==> config.mk <==
export PLATFORM = sky130hd
export DESIGN_NAME = measurement_mode_controller_unit_flat
export DESIGN_NICKNAME = d
export VERILOG_FILES = /design/src/mmc_pkg.sv /design/src/mmc_if.sv /design/src/mmc_in_stage.sv /design/src/mmc_core.sv /design/src/mmc_out_stage.sv /design/src/measurement_mode_controller_unit.sv /design/src/flat_wrapper.sv
export SDC_FILE = /design/constraint.sdc
export NUM_CORES = 1
export LEC_CHECK = 0
export BUFFER_PORTS_ARGS = -buffer_cell sky130_fd_sc_hd__buf_2
export CAP_MARGIN = 20
export CORE_MARGIN = 2
export CORE_UTILIZATION = 56
export CTS_CLUSTER_SIZE = 40
export DETAILED_ROUTE_END_ITERATION = 8
export PLACE_DENSITY = 0.79
export RECOVER_POWER = 100
export SLEW_MARGIN = 30
export SYNTH_ARGS = -nofsm -noshare
export SYNTH_HDL_FRONTEND = slang
export SYNTH_SLANG_ARGS = --single-unit
==> constraint.sdc <==
create_clock -name clk -period 9.65 [get_ports clk]
set_clock_uncertainty 0.05 [all_clocks]
set_input_delay 0.4825 -clock clk [delete_from_list [all_inputs] [get_ports clk]]
set_output_delay 0.4825 -clock clk [all_outputs]
set_load 0.005 [all_outputs]
==> src/mmc_pkg.sv <==
// mmc_pkg: shared types and constants for the measurement mode controller
// command and mode codes, controller states, item and snapshot structs
// no dependencies
package mmc_pkg;

	typedef enum logic [2:0] {
		CMD_ACCEPT   = 3'd0,
		CMD_BEGIN    = 3'd1,
		CMD_COMPLETE = 3'd2,
		CMD_FAIL     = 3'd3,
		CMD_RECOVERY = 3'd4,
		CMD_FAULT    = 3'd5,
		CMD_READ     = 3'd6
	} cmd_op_t;

	typedef enum logic [1:0] {
		MODE_NONE        = 2'd0,
		MODE_CAPACITANCE = 2'd1,
		MODE_VOLTAGE     = 2'd2,
		MODE_RESISTANCE  = 2'd3
	} mode_t;

	typedef enum logic [3:0] {
		ST_UNINIT     = 4'd0,
		ST_SAFE       = 4'd1,
		ST_CAP        = 4'd2,
		ST_VOLT       = 4'd3,
		ST_RES        = 4'd4,
		ST_TRANSITION = 4'd5,
		ST_RECOVERY   = 4'd6,
		ST_DEGRADED   = 4'd7,
		ST_FAULT      = 4'd8
	} ctrl_state_t;

	typedef struct packed {
		logic [2:0]  command;
		mode_t       requested_mode;
		logic [31:0] request_id;
		logic [31:0] error_code;
		logic [31:0] frame_sequence;
		logic [63:0] duration_us;
	} cmd_item_t;

	typedef struct packed {
		ctrl_state_t state;
		mode_t       active;
		mode_t       old;
		mode_t       pend_mode;
		logic [31:0] pend_id;
		logic [31:0] applied_id;
		logic [31:0] frame;
		logic [63:0] duration;
		logic [31:0] gen;
		logic [31:0] error;
	} ctrl_regs_t;

	typedef struct packed {
		logic       accepted;
		ctrl_regs_t regs;
	} snap_item_t;

	localparam ctrl_regs_t REGS_RESET = '{
		state:      ST_SAFE,
		active:     MODE_NONE,
		old:        MODE_NONE,
		pend_mode:  MODE_NONE,
		pend_id:    32'd0,
		applied_id: 32'd0,
		frame:      32'd0,
		duration:   64'd0,
		gen:        32'd0,
		error:      32'd0
	};

endpackage

==> src/mmc_if.sv <==
// mmc_cmd_if and mmc_snap_if: valid/ready channels for command and snapshot items
// plain logic payload fields, no package dependency
interface mmc_cmd_if;
	logic        valid;
	logic        ready;
	logic [2:0]  command;
	logic [1:0]  requested_mode;
	logic [31:0] request_id;
	logic [31:0] error_code;
	logic [31:0] frame_sequence;
	logic [63:0] duration_us;

	modport source (output valid, command, requested_mode, request_id, error_code,
		frame_sequence, duration_us, input ready);
	modport sink (input valid, command, requested_mode, request_id, error_code,
		frame_sequence, duration_us, output ready);
endinterface

interface mmc_snap_if;
	logic        valid;
	logic        ready;
	logic        accepted;
	logic [3:0]  cur_state;
	logic [1:0]  active_mode;
	logic [1:0]  previous_mode;
	logic [1:0]  waiting_mode;
	logic [31:0] waiting_id;
	logic [31:0] applied_id;
	logic [31:0] applied_frame;
	logic [63:0] last_duration_us;
	logic [31:0] generation_count;
	logic [31:0] recent_error;

	modport source (output valid, accepted, cur_state, active_mode, previous_mode,
		waiting_mode, waiting_id, applied_id, applied_frame, last_duration_us,
		generation_count, recent_error, input ready);
	modport sink (input valid, accepted, cur_state, active_mode, previous_mode,
		waiting_mode, waiting_id, applied_id, applied_frame, last_duration_us,
		generation_count, recent_error, output ready);
endinterface

==> src/mmc_in_stage.sv <==
// mmc_in_stage: input register for command items
// depends on mmc_pkg and mmc_cmd_if
module mmc_in_stage (
	input  logic                clk,
	input  logic                arst_n,
	mmc_cmd_if.sink             cmd,
	input  logic                space,
	output logic                advance,
	output mmc_pkg::cmd_item_t  item_s1
);
	import mmc_pkg::*;

	logic valid_s1;

	assign advance   = valid_s1 && space;
	assign cmd.ready = !valid_s1 || advance;

	always_ff @(posedge clk or negedge arst_n) begin
		if (!arst_n) begin
			valid_s1 <= 1'b0;
		end else if (cmd.ready) begin
			valid_s1 <= cmd.valid;
		end
	end

	always_ff @(posedge clk) begin
		if (cmd.valid && cmd.ready) begin
			item_s1.command        <= cmd.command;
			item_s1.requested_mode <= mode_t'(cmd.requested_mode);
			item_s1.request_id     <= cmd.request_id;
			item_s1.error_code     <= cmd.error_code;
			item_s1.frame_sequence <= cmd.frame_sequence;
			item_s1.duration_us    <= cmd.duration_us;
		end
	end
endmodule

==> src/mmc_core.sv <==
// mmc_core: controller registers and guarded update for one command item
// depends on mmc_pkg
module mmc_core (
	input  logic                clk,
	input  logic                arst_n,
	input  logic                advance,
	input  mmc_pkg::cmd_item_t  item,
	output mmc_pkg::snap_item_t snap
);
	import mmc_pkg::*;

	ctrl_regs_t regs_q;
	ctrl_regs_t regs_next;
	logic       ok;

	// next state
	always_comb begin
		regs_next = regs_q;
		ok        = 1'b0;
		case (cmd_op_t'(item.command))
			CMD_ACCEPT: begin
				if (item.requested_mode != MODE_NONE) begin
					regs_next.pend_mode = item.requested_mode;
					regs_next.pend_id   = item.request_id;
					ok                  = 1'b1;
				end
			end
			CMD_BEGIN: begin
				if (regs_q.pend_mode != MODE_NONE) begin
					regs_next.old   = regs_q.active;
					regs_next.state = ST_TRANSITION;
					regs_next.error = 32'd0;
					ok              = 1'b1;
				end
			end
			CMD_COMPLETE: begin
				if (regs_q.state == ST_TRANSITION && regs_q.pend_mode != MODE_NONE) begin
					regs_next.active     = regs_q.pend_mode;
					regs_next.state      = ctrl_state_t'({2'b00, regs_q.pend_mode} + 4'd1);
					regs_next.applied_id = regs_q.pend_id;
					regs_next.frame      = item.frame_sequence;
					regs_next.duration   = item.duration_us;
					regs_next.gen        = regs_q.gen + 32'd1;
					regs_next.pend_mode  = MODE_NONE;
					regs_next.pend_id    = 32'd0;
					ok                   = 1'b1;
				end
			end
			CMD_FAIL: begin
				regs_next.active     = MODE_NONE;
				regs_next.state      = ST_SAFE;
				regs_next.error      = item.error_code;
				regs_next.duration   = item.duration_us;
				regs_next.applied_id = regs_q.pend_id;
				regs_next.pend_mode  = MODE_NONE;
				regs_next.pend_id    = 32'd0;
				ok                   = 1'b1;
			end
			CMD_RECOVERY: begin
				regs_next.old       = regs_q.active;
				regs_next.active    = MODE_NONE;
				regs_next.state     = ST_RECOVERY;
				regs_next.error     = item.error_code;
				regs_next.pend_mode = MODE_NONE;
				regs_next.pend_id   = 32'd0;
				ok                  = 1'b1;
			end
			CMD_FAULT: begin
				regs_next.old    = regs_q.active;
				regs_next.active = MODE_NONE;
				regs_next.state  = ST_DEGRADED;
				regs_next.error  = item.error_code;
				ok               = 1'b1;
			end
			CMD_READ: begin
				ok = 1'b1;
			end
			default: begin
				ok = 1'b0;
			end
		endcase
	end

	// snapshot after the command
	always_comb begin
		snap.accepted = ok;
		snap.regs     = regs_next;
	end

	always_ff @(posedge clk or negedge arst_n) begin
		if (!arst_n) begin
			regs_q <= REGS_RESET;
		end else if (advance) begin
			regs_q <= regs_next;
		end
	end
endmodule

==> src/mmc_out_stage.sv <==
// mmc_out_stage: result register driving the snapshot channel
// depends on mmc_pkg and mmc_snap_if
module mmc_out_stage (
	input  logic                clk,
	input  logic                arst_n,
	input  logic                advance,
	input  mmc_pkg::snap_item_t snap,
	output logic                space,
	mmc_snap_if.source          rsp
);
	import mmc_pkg::*;

	logic       valid_q;
	snap_item_t snap_q;

	assign space     = !valid_q || rsp.ready;
	assign rsp.valid = valid_q;

	assign rsp.accepted         = snap_q.accepted;
	assign rsp.cur_state        = 4'(snap_q.regs.state);
	assign rsp.active_mode      = 2'(snap_q.regs.active);
	assign rsp.previous_mode    = 2'(snap_q.regs.old);
	assign rsp.waiting_mode     = 2'(snap_q.regs.pend_mode);
	assign rsp.waiting_id       = snap_q.regs.pend_id;
	assign rsp.applied_id       = snap_q.regs.applied_id;
	assign rsp.applied_frame    = snap_q.regs.frame;
	assign rsp.last_duration_us = snap_q.regs.duration;
	assign rsp.generation_count = snap_q.regs.gen;
	assign rsp.recent_error     = snap_q.regs.error;

	always_ff @(posedge clk or negedge arst_n) begin
		if (!arst_n) begin
			valid_q <= 1'b0;
		end else if (advance) begin
			valid_q <= 1'b1;
		end else if (rsp.ready) begin
			valid_q <= 1'b0;
		end
	end

	always_ff @(posedge clk) begin
		if (advance) begin
			snap_q <= snap;
		end
	end
endmodule

==> src/measurement_mode_controller_unit.sv <==
// measurement_mode_controller_unit: top level of the measurement mode controller
// depends on mmc_pkg, mmc_if, mmc_in_stage, mmc_core, mmc_out_stage
//
// channel  dir  item
// cmd      in   command, requested_mode, request_id, error_code, frame_sequence,
//               duration_us
// rsp      out  accepted plus full state snapshot after the command
//
// one item per clock while rsp is ready; rsp valid comes from the result register
// input register, then the guarded update and the result register in the same cycle
// controller registers update when an item moves from the input register to the result
// asynchronous reset puts the controller in safe with all modes none and counts zero
// a stalled rsp holds its item; cmd keeps accepting until both registers are full
module measurement_mode_controller_unit (
	input  logic        clk,
	input  logic        arst_n,
	mmc_cmd_if.sink     cmd,
	mmc_snap_if.source  rsp
);
	import mmc_pkg::*;

	logic       advance;
	logic       space;
	cmd_item_t  item_s1;
	snap_item_t snap;

	mmc_in_stage u_in (
		.clk     (clk),
		.arst_n  (arst_n),
		.cmd     (cmd),
		.space   (space),
		.advance (advance),
		.item_s1 (item_s1)
	);

	mmc_core u_core (
		.clk     (clk),
		.arst_n  (arst_n),
		.advance (advance),
		.item    (item_s1),
		.snap    (snap)
	);

	mmc_out_stage u_out (
		.clk     (clk),
		.arst_n  (arst_n),
		.advance (advance),
		.snap    (snap),
		.space   (space),
		.rsp     (rsp)
	);
endmodule
==> src/flat_wrapper.sv <==
// flat-port wrapper written by rule: the top's interface ports become plain ports
module measurement_mode_controller_unit_flat import mmc_pkg::*;
  (clk, arst_n, cmd_valid, cmd_command, cmd_requested_mode, cmd_request_id, cmd_error_code, cmd_frame_sequence, cmd_duration_us, cmd_ready, rsp_valid, rsp_accepted, rsp_cur_state, rsp_active_mode, rsp_previous_mode, rsp_waiting_mode, rsp_waiting_id, rsp_applied_id, rsp_applied_frame, rsp_last_duration_us, rsp_generation_count, rsp_recent_error, rsp_ready);
  mmc_cmd_if cmd_i ();
  mmc_snap_if rsp_i ();
  input  logic clk;
  input  logic arst_n;
  input wire logic [$bits(cmd_i.valid)-1:0] cmd_valid;
  input wire logic [$bits(cmd_i.command)-1:0] cmd_command;
  input wire logic [$bits(cmd_i.requested_mode)-1:0] cmd_requested_mode;
  input wire logic [$bits(cmd_i.request_id)-1:0] cmd_request_id;
  input wire logic [$bits(cmd_i.error_code)-1:0] cmd_error_code;
  input wire logic [$bits(cmd_i.frame_sequence)-1:0] cmd_frame_sequence;
  input wire logic [$bits(cmd_i.duration_us)-1:0] cmd_duration_us;
  output wire logic [$bits(cmd_i.ready)-1:0] cmd_ready;
  output wire logic [$bits(rsp_i.valid)-1:0] rsp_valid;
  output wire logic [$bits(rsp_i.accepted)-1:0] rsp_accepted;
  output wire logic [$bits(rsp_i.cur_state)-1:0] rsp_cur_state;
  output wire logic [$bits(rsp_i.active_mode)-1:0] rsp_active_mode;
  output wire logic [$bits(rsp_i.previous_mode)-1:0] rsp_previous_mode;
  output wire logic [$bits(rsp_i.waiting_mode)-1:0] rsp_waiting_mode;
  output wire logic [$bits(rsp_i.waiting_id)-1:0] rsp_waiting_id;
  output wire logic [$bits(rsp_i.applied_id)-1:0] rsp_applied_id;
  output wire logic [$bits(rsp_i.applied_frame)-1:0] rsp_applied_frame;
  output wire logic [$bits(rsp_i.last_duration_us)-1:0] rsp_last_duration_us;
  output wire logic [$bits(rsp_i.generation_count)-1:0] rsp_generation_count;
  output wire logic [$bits(rsp_i.recent_error)-1:0] rsp_recent_error;
  input wire logic [$bits(rsp_i.ready)-1:0] rsp_ready;
  assign cmd_i.valid = cmd_valid;
  assign cmd_i.command = cmd_command;
  assign cmd_i.requested_mode = cmd_requested_mode;
  assign cmd_i.request_id = cmd_request_id;
  assign cmd_i.error_code = cmd_error_code;
  assign cmd_i.frame_sequence = cmd_frame_sequence;
  assign cmd_i.duration_us = cmd_duration_us;
  assign cmd_ready = cmd_i.ready;
  assign rsp_valid = rsp_i.valid;
  assign rsp_accepted = rsp_i.accepted;
  assign rsp_cur_state = rsp_i.cur_state;
  assign rsp_active_mode = rsp_i.active_mode;
  assign rsp_previous_mode = rsp_i.previous_mode;
  assign rsp_waiting_mode = rsp_i.waiting_mode;
  assign rsp_waiting_id = rsp_i.waiting_id;
  assign rsp_applied_id = rsp_i.applied_id;
  assign rsp_applied_frame = rsp_i.applied_frame;
  assign rsp_last_duration_us = rsp_i.last_duration_us;
  assign rsp_generation_count = rsp_i.generation_count;
  assign rsp_recent_error = rsp_i.recent_error;
  assign rsp_i.ready = rsp_ready;
  measurement_mode_controller_unit u_core (.clk(clk), .arst_n(arst_n), .cmd(cmd_i), .rsp(rsp_i));
endmodule
==> impl_metrics.json, run 1 <==
{
  "outcome": "finished with violations",
  "violations": "max-capacitance violations, max-slew violations",
  "antenna_found_initial": 5,
  "async_flop_share": 0.371,
  "reg2regPathDepth": 8,
  "critical_path_class": "flip-flop to flip-flop",
  "nets": 2292,
  "clkLatencyLatePin_ps": 620,
  "first_iter_violations": 1288,
  "drc_errors": 0,
  "combPwrFrac": 0.118,
  "gp_congestion": 0.832,
  "r2r-start": "u_core.u_core.regs_q[224]$_DFFE_PN0P_",
  "cp.required_ps": 10060,
  "critPathCaptureType": "flip-flop",
  "maxCapViolCount": 11,
  "power.leakage_nw": 12.5,
  "finalSetupTns_ps": 0,
  "cts_setup_buffers": 0,
  "synth_warnings": 0,
  "finalCriticalPeriod_ps": 6050,
  "start_kind": "flip-flop",
  "die_y_um": 211,
  "die-area_sq_mm": 0.0447,
  "vdd_ir_drop_max_mv": 0.194,
  "swShare": 0.240,
  "wire_per_inst_um": 20.9,
  "grt_overflow": 0,
  "synth.avg_cell_area_sq_um": 15.6,
  "worstMarginPinSlew_ps": 5220,
  "vias": 15100,
  "cp_max_fo": 71,
  "yosys_register_bits": 636,
  "synthCells": 1550,
  "cts.sinks": 636,
  "grt_max_degree": 90,
  "syn-num-nets": 1722,
  "seqPwrFrac": 0.525,
  "pwr_density_cell_mw_per_mm2": 227,
  "core_sq_mm": 0.0428,
  "cts_root_buf": "clkbuf_16",
  "grt_pass1_wl_um": 87000,
  "syn_area_sq_mm": 0.0241,
  "synth.area.top_cells": "edfxtp_1 50%, dfrtp_1 24%, mux2_2 9.0%",
  "cts_tree": "done",
  "hold_path_depth": 1,
  "finalSetupViolations": 0,
  "grt_pass1_vias": 15700,
  "ys.flop_type": "edfxtp_1",
  "area_growth_syn_to_layout_pct": 24.5,
  "track_usage": 0.253,
  "critPathArrivalTime_ps": 6460,
  "synth_cell_types": 51,
  "start_util": 0.563,
  "place_area_sq_mm": 0.0266,
  "drtPass1Iterations": 5,
  "h-tree-depth": 2,
  "finalCritPeriodShare": 0.627,
  "slew_headroom": -2.48,
  "synth_top_area_frac": 0.498,
  "die_w_um": 211,
  "stdcell_area_sq_mm": 0.0300,
  "hold_class": "input pin to flip-flop",
  "ys_seq_area_frac": 0.743,
  "numCtsBuffers": 61,
  "yosys.area.top_type": "edfxtp_1",
  "place_hpwl_um": 32800,
  "p_int_w": 0.00518,
  "cts_hold_buffers": 164,
  "rows": 76,
  "finalHoldViolCount": 0,
  "synth_edf_count": 400,
  "post_cts_resized": 0,
  "path_clk_slew_ps": 60,
  "drive_gt1_frac": 0.231,
  "ant_nets": 0,
  "final_common_cell": "edfxtp_1",
  "rsz0062_at_grt": "no",
  "power.switching_w": 0.00164,
  "routed_wl_um": 56900,
  "min_to": "u_core.u_in.item_s1[46]$_DFFE_PP_",
  "final_cell_mix": "400 x edfxtp_1, 331 x nand2_1, 235 x dfrtp_1",
  "reg2reg_slack_ps": 3600,
  "hold_path.startpoint": "cmd_duration_us[46]",
  "drt-vias-per-instance": 5.56,
  "ctsLongestPathBuffers": 3,
  "reg2reg_to": "u_core.u_out.rsp.last_duration_us[48]$_DFFE_PP_",
  "slew_viol_final": 515,
  "hold_slack_ps": 99.2,
  "io_pins": 406,
  "fmax_ghz": 0.165,
  "clkPwrFrac": 0.357,
  "port_buffers": 405
}
metal layers:
layer,share of wire,GRT usage,up-vias
met1,0.38,0.316,7553
met2,0.50,0.419,672
met3,0.071,0.0552,165
li1,-,-,6742
met4,0.048,0.134,0
met5,0,0,-
sequential cells by signal, summed over array words and instances, names as in the netlist:
signal	count
u_core.u_out.rsp.previous_mode	2
u_core.u_out.rsp.waiting_id	32
u_core.u_in.item_s1	165
u_core.u_out.rsp.cur_state	4
u_core.u_core.regs_q	234
u_core.u_out.rsp.recent_error	32
u_core.u_out.rsp.generation_count	32
u_core.u_out.rsp.valid	1
u_core.u_in.valid_s1	1
u_core.u_out.rsp.applied_id	32
u_core.u_out.rsp.applied_frame	32
u_core.u_out.rsp.accepted	1
u_core.u_out.rsp.waiting_mode	2
u_core.u_out.rsp.last_duration_us	64
u_core.u_out.rsp.active_mode	2
critical path, cell delays in order, from the launching register on:
cell,delay (ps)
dfrtp_1,470
inv_1,80
ha_1,310
or2_0,420
a21boi_0,1310
buf_16,260
clkbuf_1,2500
nand2_1,220
nand2_1,200
worst max path at each step:
stage	from	to	cells after the start
floorplan	rsp_ready	u_core.u_core.regs_q[228]$_DFFE_PN0P_	7
global placement	rsp_ready	u_core.u_core.regs_q[29]$_DFFE_PN0P_	7
detailed placement	rsp_ready	u_core.u_core.regs_q[29]$_DFFE_PN0P_	7
CTS	u_core.u_core.regs_q[224]$_DFFE_PN0P_	u_core.u_core.regs_q[124]$_DFFE_PN0P_	7
global route	u_core.u_core.regs_q[224]$_DFFE_PN0P_	u_core.u_out.rsp.last_duration_us[42]$_DFFE_PP_	8
finish	u_core.u_core.regs_q[224]$_DFFE_PN0P_	u_core.u_out.rsp.last_duration_us[48]$_DFFE_PP_	8
logic make-up (layout without fill, tap and decap cells):
logic type | count (synthesis) | after routing | share of synthesized area
AO/OA/AOI/OAI | 132 | 132 | 0.0448
other | 0 | 5 | 0
flip-flops | 636 | 636 | 0.743
multiplexers | 196 | 196 | 0.0916
adder cells (fa/ha/maj) | 3 | 3 | 0.00156
buffers and inverters | 90 | 713 | 0.0184
XOR/XNOR | 62 | 62 | 0.0225
AND/OR/NAND/NOR | 431 | 431 | 0.0779
power by group through the flow:
stage | Combinational [W] | Sequential, W | Clock [W]
6_report | 0.000807 | 0.00358 | 0.00243
5_1_grt | 0.000888 | 0.00362 | 0.00257
4_1_cts | 0.000831 | 0.00356 | 0.00246
3_5_place_dp | 0.000774 | 0.00361 | 0
3_3_place_gp | 0.000732 | 0.00359 | 0
2_1_floorplan | 0.000447 | 0.00360 | 0
layout make-up:
cell class                      count  area, sq um
Timing Repair Buffer              588         3610
Sequential cell                   636        17900
Multi-Input combinational cell    824         5700
Clock inverter                     27          313
Inverter                            9         35.0
Fill cell                        2774        12800
Tap cell                          546          683
Clock buffer                       89         1740
Antenna cell                        5         12.5
through the flow:
step                utilization  power [W]  instances  worst slack, ps
floorplan                     -    0.00405       1550              856
global placement          0.621    0.00432       2435             5400
detailed placement        0.623    0.00438       2437             5740
CTS                       0.709    0.00685       2717             5760
global route              0.702    0.00708       2724             3120
finish                    0.702    0.00682       2724             3600
synth_stat cells, types with 2 or more instances:
cell and instances:
xnor2_1 41, and4_1 3, a22o_1 100, nor2b_1 3, nor3_4 2, mux2_2 193, o21a_1 2, buf_2 32
xor2_1 21, ha_1 3, nand3_1 18, nor2_1 24, o21ai_0 6, mux2_1 3, nor4_2 2, clkbuf_1 32
buf_1 5, edfxtp_1 400, nor3_1 8, and3_1 8, buf_4 5, nand4_1 12, a32o_1 2, o21ai_1 2
nand4_2 2, dfrtp_1 235, o22ai_1 2, and2_1 5, a22oi_1 4, buf_6 6, a21oi_1 8, inv_1 8
o21ai_2 2, nand2_1 331, nand2b_1 3, a21o_1 2
Note: power is estimated with default switching activity, not from simulation.
==> inputs of run 2 (changes only) <==
ABC_AREA = 1   (was unset)
clock period = 5.6 ns   (was 9.65 ns; I/O delays follow)
==> impl_metrics.json, run 2 <==
{
  "finalCritPeriodShare": 0.714,
  "start_kind": "flip-flop",
  "synth_compound_area_frac": 0.0986,
  "drt-vias-per-instance": 5.32,
  "port_buffers": 405,
  "area_growth_syn_to_layout_pct": 22.8,
  "final_cell_mix": "494 x nand2_1, 400 x edfxtp_1, 347 x o21ai_0",
  "antenna_found_initial": 5,
  "ant_nets": 0,
  "cts_root_buf": "clkbuf_16",
  "finalHoldViolCount": 0,
  "final_cells": 3318,
  "fillCellCount": 2868,
  "cts_tree": "done",
  "final_common_cell": "nand2_1",
  "synth.area.top_cells": "edfxtp_1 49%, dfrtp_1 24%, nand2_1 7.5%",
  "nets": 2847,
  "m1WireLength_um": 22900,
  "critPathCapture": "u_core.u_core.regs_q[215]$_DFFE_PN0P_",
  "ys_top_cells_by_count": "494 x nand2_1, 400 x edfxtp_1, 325 x inv_1, 235 x dfrtp_1, 205 x o21ai_0",
  "slew_viol_final": 215,
  "critical_path_class": "flip-flop to flip-flop",
  "placedCellCount": 3029,
  "yosys.area_share.simple": 0.0995,
  "synthMuxAreaShare": 0,
  "h-tree-depth": 2,
  "fmax_ghz": 0.250,
  "outcome": "finished with violations",
  "yosys_register_bits": 636,
  "place_hpwl_um": 35100,
  "wire_per_inst_um": 18.5,
  "finalSetupTns_ps": 0,
  "rows": 76,
  "cp_max_fo": 34,
  "vdd_ir_drop_max_mv": 0.313,
  "violations": "max-capacitance violations, max-slew violations",
  "dr.max_layer_used": "met4",
  "synthXorXnorAreaFrac": 0.00497,
  "track_usage": 0.269,
  "drtPass1Iterations": 5,
  "cts_hold_buffers": 169,
  "numCtsBuffers": 60,
  "regArea_sq_mm": 0.0179,
  "post-synth-top-count-cell": "nand2_1",
  "path_clk_slew_ps": 70,
  "synth_warnings": 0,
  "startpoint": "u_core.u_core.regs_q[224]$_DFFE_PN0P_",
  "io_pins": 406,
  "maxCapViolCount": 4,
  "die-area_sq_mm": 0.0458,
  "synth_top_area_frac": 0.487,
  "multi_input_area_sq_mm": 0.00483,
  "hold_path_depth": 2,
  "cts_setup_buffers": 0,
  "synth_edf_count": 400,
  "worstMarginPinSlew_ps": 2620,
  "synth_top_family_by_area": "simple AND/OR/NAND/NOR gates",
  "cts.sinks": 636,
  "first_iter_violations": 1748,
  "cp.required_ps": 5980,
  "wl_met2_um": 31000,
  "drive_gt1_frac": 0.118,
  "hold_class": "input pin to flip-flop",
  "rsz0062_at_grt": "no",
  "start_util": 0.570,
  "ctsLongestPathBuffers": 3,
  "pwr_density_cell_mw_per_mm2": 440,
  "gp_congestion": 0.894,
  "yosys.area_share.adder": 0.00152,
  "vias": 17700,
  "finalSetupViolations": 0,
  "syn-num-nets": 2285,
  "die_w_um": 214,
  "routed_wl_um": 61400,
  "reg2reg_to": "u_core.u_core.regs_q[215]$_DFFE_PN0P_",
  "post_cts_resized": 0,
  "syn_area_sq_mm": 0.0247,
  "grt_pass1_wl_um": 96900,
  "drc_errors": 0,
  "grt_pass1_vias": 18000,
  "slew_headroom": -0.749,
  "ys_seq_area_frac": 0.726,
  "power.leakage_nw": 12.6,
  "grt_overflow": 0,
  "grt_max_degree": 158,
  "p_total_w": 0.0133,
  "ys.flop_type": "edfxtp_1",
  "reg2regPathDepth": 10,
  "reg2reg_slack_ps": 1600,
  "synthCells": 2113,
  "wl_met3_um": 4270,
  "r2r-start": "u_core.u_core.regs_q[224]$_DFFE_PN0P_",
  "synth_cell_types": 35,
  "top_register": "u_core.u_core.regs_q",
  "async_flop_share": 0.371,
  "critPathCaptureType": "flip-flop",
  "core_sq_mm": 0.0433,
  "clkLatencyLatePin_ps": 630,
  "finalCriticalPeriod_ps": 4000,
  "largest_register_ffs": 234,
  "die_y_um": 214,
  "synth.avg_cell_area_sq_um": 11.7,
  "yosys.area.top_type": "edfxtp_1",
  "critPathArrivalTime_ps": 4380
}
-- run 2: cell types whose count changed in the layout (fill, tap and decap cells not counted), moves of 25 or more --
| cell | previous run | this run |
|---|---|---|
| nand3_1 | 18 | 43 |
| inv_1 | 8 | 328 |
| nand2_1 | 331 | 494 |
| o21ai_0 | 8 | 347 |
| xnor2_1 | 41 | 3 |
| a22o_1 | 100 | 0 |
| mux2_2 | 182 | 0 |
| o22ai_1 | 2 | 68 |
-- run 2: how the worst min path moves through the flow --
stage,start,to
floorplan,arst_n,u_core.u_core.regs_q[0]$_DFFE_PN0P_
global placement,arst_n,u_core.u_core.regs_q[91]$_DFFE_PN0P_
detailed placement,arst_n,u_core.u_core.regs_q[98]$_DFFE_PN0P_
CTS,arst_n,u_core.u_core.regs_q[84]$_DFFE_PN0P_
global route,cmd_frame_sequence[10],u_core.u_in.item_s1[74]$_DFFE_PP_
finish,cmd_frame_sequence[10],u_core.u_in.item_s1[74]$_DFFE_PP_
-- run 2: metrics by stage --
stage	setup WS [ps]	utilization	instance area (sq um)	hold WS, ps
finish	1600	0.701	30300	302
detailed placement	2360	0.629	27200	326
CTS	2300	0.712	30800	239
global route	1170	0.701	30300	278
global placement	2380	0.628	27200	323
floorplan	1030	-	24700	-65.6
-- run 2: worst max-delay path, stage by stage, from the launching register on --
cell and delay, ps:
dfrtp_1 360, inv_1 80, ha_1 220, inv_1 100, nand3_1 90, nor2_1 460, nand2_1 470, nand3_1 1420
o22ai_1 280, nand2_1 150, o21ai_0 120
-- run 2: where the power goes --
part / switching, W / internal, W / total, W
sequential: 0.000458 / 0.00640 / 0.00686
combinational: 0.00169 / 0.000799 / 0.00249
clock: 0.00176 / 0.00223 / 0.00398
total: 0.00390 / 0.00942 / 0.0133
-- run 2: logic make-up (layout without fill, tap and decap cells) --
kind of cell,count (synthesis),after routing
flip-flops,636,636
AND/OR/NAND/NOR,613,613
XOR/XNOR,14,14
buffers and inverters,424,1038
other,0,6
adder cells (fa/ha/maj),3,3
AO/OA/AOI/OAI,423,423
-- run 2: layer usage --
layer,vias up,GRT usage
li1,8128,-
met4,0,0.133
met3,196,0.0533
met2,857,0.456
met1,8484,0.332
met5,-,0
-- run 2: final cells by class --
class	instances	area share
antenna	6	0.000495
clock buffer	86	0.0541
tap	585	0.0241
clock inverter	28	0.00896
timing repair buffer	593	0.120
multi-input combinational	1053	0.159
inverter	331	0.0414
sequential	636	0.591
==> inputs of run 3 (changes only) <==
clock period = 4 ns   (was 5.6 ns; I/O delays follow)
==> impl_metrics.json, run 3 (synthesized netlist as in run 2, its figures left out) <==
{
  "antenna_found_initial": 2,
  "wire_per_inst_um": 18.8,
  "die-area_sq_mm": 0.0458,
  "crit_chain": "inv_1 -> ha_1 -> inv_1 -> nand3_1 -> nor2_1 -> nand2_4 -> inv_2 -> buf_4 -> nand2_1 -> o21ai_0 -> nand2_1 -> o21ai_0",
  "io_pins": 406,
  "cts_hold_buffers": 168,
  "reg2reg_to": "u_core.u_core.regs_q[144]$_DFFE_PN0P_",
  "pwr_density_cell_mw_per_mm2": 623,
  "rows": 76,
  "finalCriticalPeriod_ps": 3340,
  "cts_tree": "done",
  "finalSetupTns_ps": 0,
  "track_usage": 0.271,
  "fmax_ghz": 0.299,
  "placedCellCount": 3027,
  "post_cts_resized": 0,
  "cp_max_fo": 65,
  "grt_overflow": 0,
  "cp.required_ps": 4450,
  "reg2reg_slack_ps": 660,
  "cp_slowest_cell": "nor2_1",
  "nets": 2846,
  "start_util": 0.570,
  "drt-vias-per-instance": 5.40,
  "rsz0062_at_grt": "no",
  "final_cells": 3314,
  "hold_path_depth": 2,
  "stdcell_area_sq_mm": 0.0305,
  "place_hpwl_um": 35200,
  "numCtsBuffers": 61,
  "drc_errors": 0,
  "routed_wl_um": 62400,
  "top_register": "u_core.u_core.regs_q",
  "cts_setup_buffers": 0,
  "place_area_sq_mm": 0.0273,
  "path_clk_slew_ps": 70,
  "die_y_um": 214,
  "cts_root_buf": "clkbuf_16",
  "r2r-start": "u_core.u_core.regs_q[224]$_DFFE_PN0P_",
  "slew_headroom": -0.880,
  "maxCapViolCount": 3,
  "die_w_um": 214,
  "drtPass1Iterations": 6,
  "core_sq_mm": 0.0433,
  "first_iter_violations": 1587,
  "slew_viol_final": 205,
  "min_to": "u_core.u_in.item_s1[100]$_DFFE_PP_",
  "power.leakage_nw": 12.7,
  "critPathCaptureType": "flip-flop",
  "start_kind": "flip-flop",
  "critPathArrivalTime_ps": 3790,
  "hold_slack_ps": 236,
  "ant_nets": 0,
  "finalCritPeriodShare": 0.835,
  "worstMarginPinSlew_ps": 2820,
  "cts.sinks": 636,
  "grt_pass1_vias": 18000,
  "grt_pass1_wl_um": 97300,
  "outcome": "finished with violations",
  "port_buffers": 405,
  "final_common_cell": "nand2_1",
  "area_growth_syn_to_layout_pct": 23.4,
  "reg2regPathDepth": 12,
  "vias": 17900,
  "finalHoldViolCount": 0,
  "finalSetupViolations": 0,
  "vdd_ir_drop_max_mv": 0.507,
  "final_cell_mix": "494 x nand2_1, 400 x edfxtp_1, 346 x o21ai_0",
  "violations": "max-capacitance violations, max-slew violations",
  "clkLatencyLatePin_ps": 620,
  "critical_path_class": "flip-flop to flip-flop",
  "hold_class": "input pin to flip-flop",
  "startpoint": "u_core.u_core.regs_q[224]$_DFFE_PN0P_",
  "grt_max_degree": 147,
  "max_stage_delay_ps": 550,
  "gp_congestion": 0.892,
  "ctsLongestPathBuffers": 3,
  "drive_gt1_frac": 0.124,
  "h-tree-depth": 2,
  "hold_path.startpoint": "cmd_error_code[4]",
  "largest_register_ffs": 234
}
## run 3: final cells by class
cell class / count / area, sq um
diodes: 2 / 5.00
well taps: 585 / 732
clock buffers: 88 / 1730
fillers: 2859 / 12800
repair buffers: 591 / 3670
clock inverters: 28 / 323
multi-input cells: 1053 / 4830
flip-flops and latches: 636 / 17900
inverters: 331 / 1250
## run 3: per-layer routing
layer  vias up  GRT usage  share of wire
met5         -          0              0
met4         0      0.133          0.051
met3       203     0.0550          0.071
met2       881      0.470           0.51
met1      8675      0.323           0.37
li1       8132          -              -
## run 3: how the worst max path moves through the flow
| stage | end | cells past startpoint |
|---|---|---|
| after floorplan | u_core.u_in.item_s1[0]$_DFFE_PP_ | 3 |
| after global placement | u_core.u_core.regs_q[224]$_DFFE_PN0P_ | 10 |
| after detailed placement | u_core.u_core.regs_q[202]$_DFFE_PN0P_ | 10 |
| after CTS | u_core.u_core.regs_q[204]$_DFFE_PN0P_ | 10 |
| after global routing | u_core.u_core.regs_q[144]$_DFFE_PN0P_ | 12 |
| final | u_core.u_core.regs_q[144]$_DFFE_PN0P_ | 12 |
## run 3: report_power, final
group	leakage, nW	switching, W	internal (W)
Sequential	7.05	0.000608	0.00896
Combinational	4.62	0.00241	0.00111
Clock	0.990	0.00249	0.00340
## run 3: critical path, delay by kind of cell, from the launching register on
| kind | cells | cell delay, ps |
|---|---|---|
| AND/OR/NAND/NOR | 5 | 1180 |
| buffers and inverters | 4 | 920 |
| AO/OA/AOI/OAI | 2 | 410 |
| flip-flops | 1 | 380 |
| adder cells (fa/ha/maj) | 1 | 230 |
## run 3: stage by stage
stage | util | worst slack (ps) | total power (W)
floorplan | - | 485 | 0.0116
global placement | 0.630 | 1350 | 0.0128
detailed placement | 0.630 | 1170 | 0.0131
CTS | 0.717 | 1150 | 0.0192
global route | 0.704 | 527 | 0.0198
finish | 0.704 | 658 | 0.0190
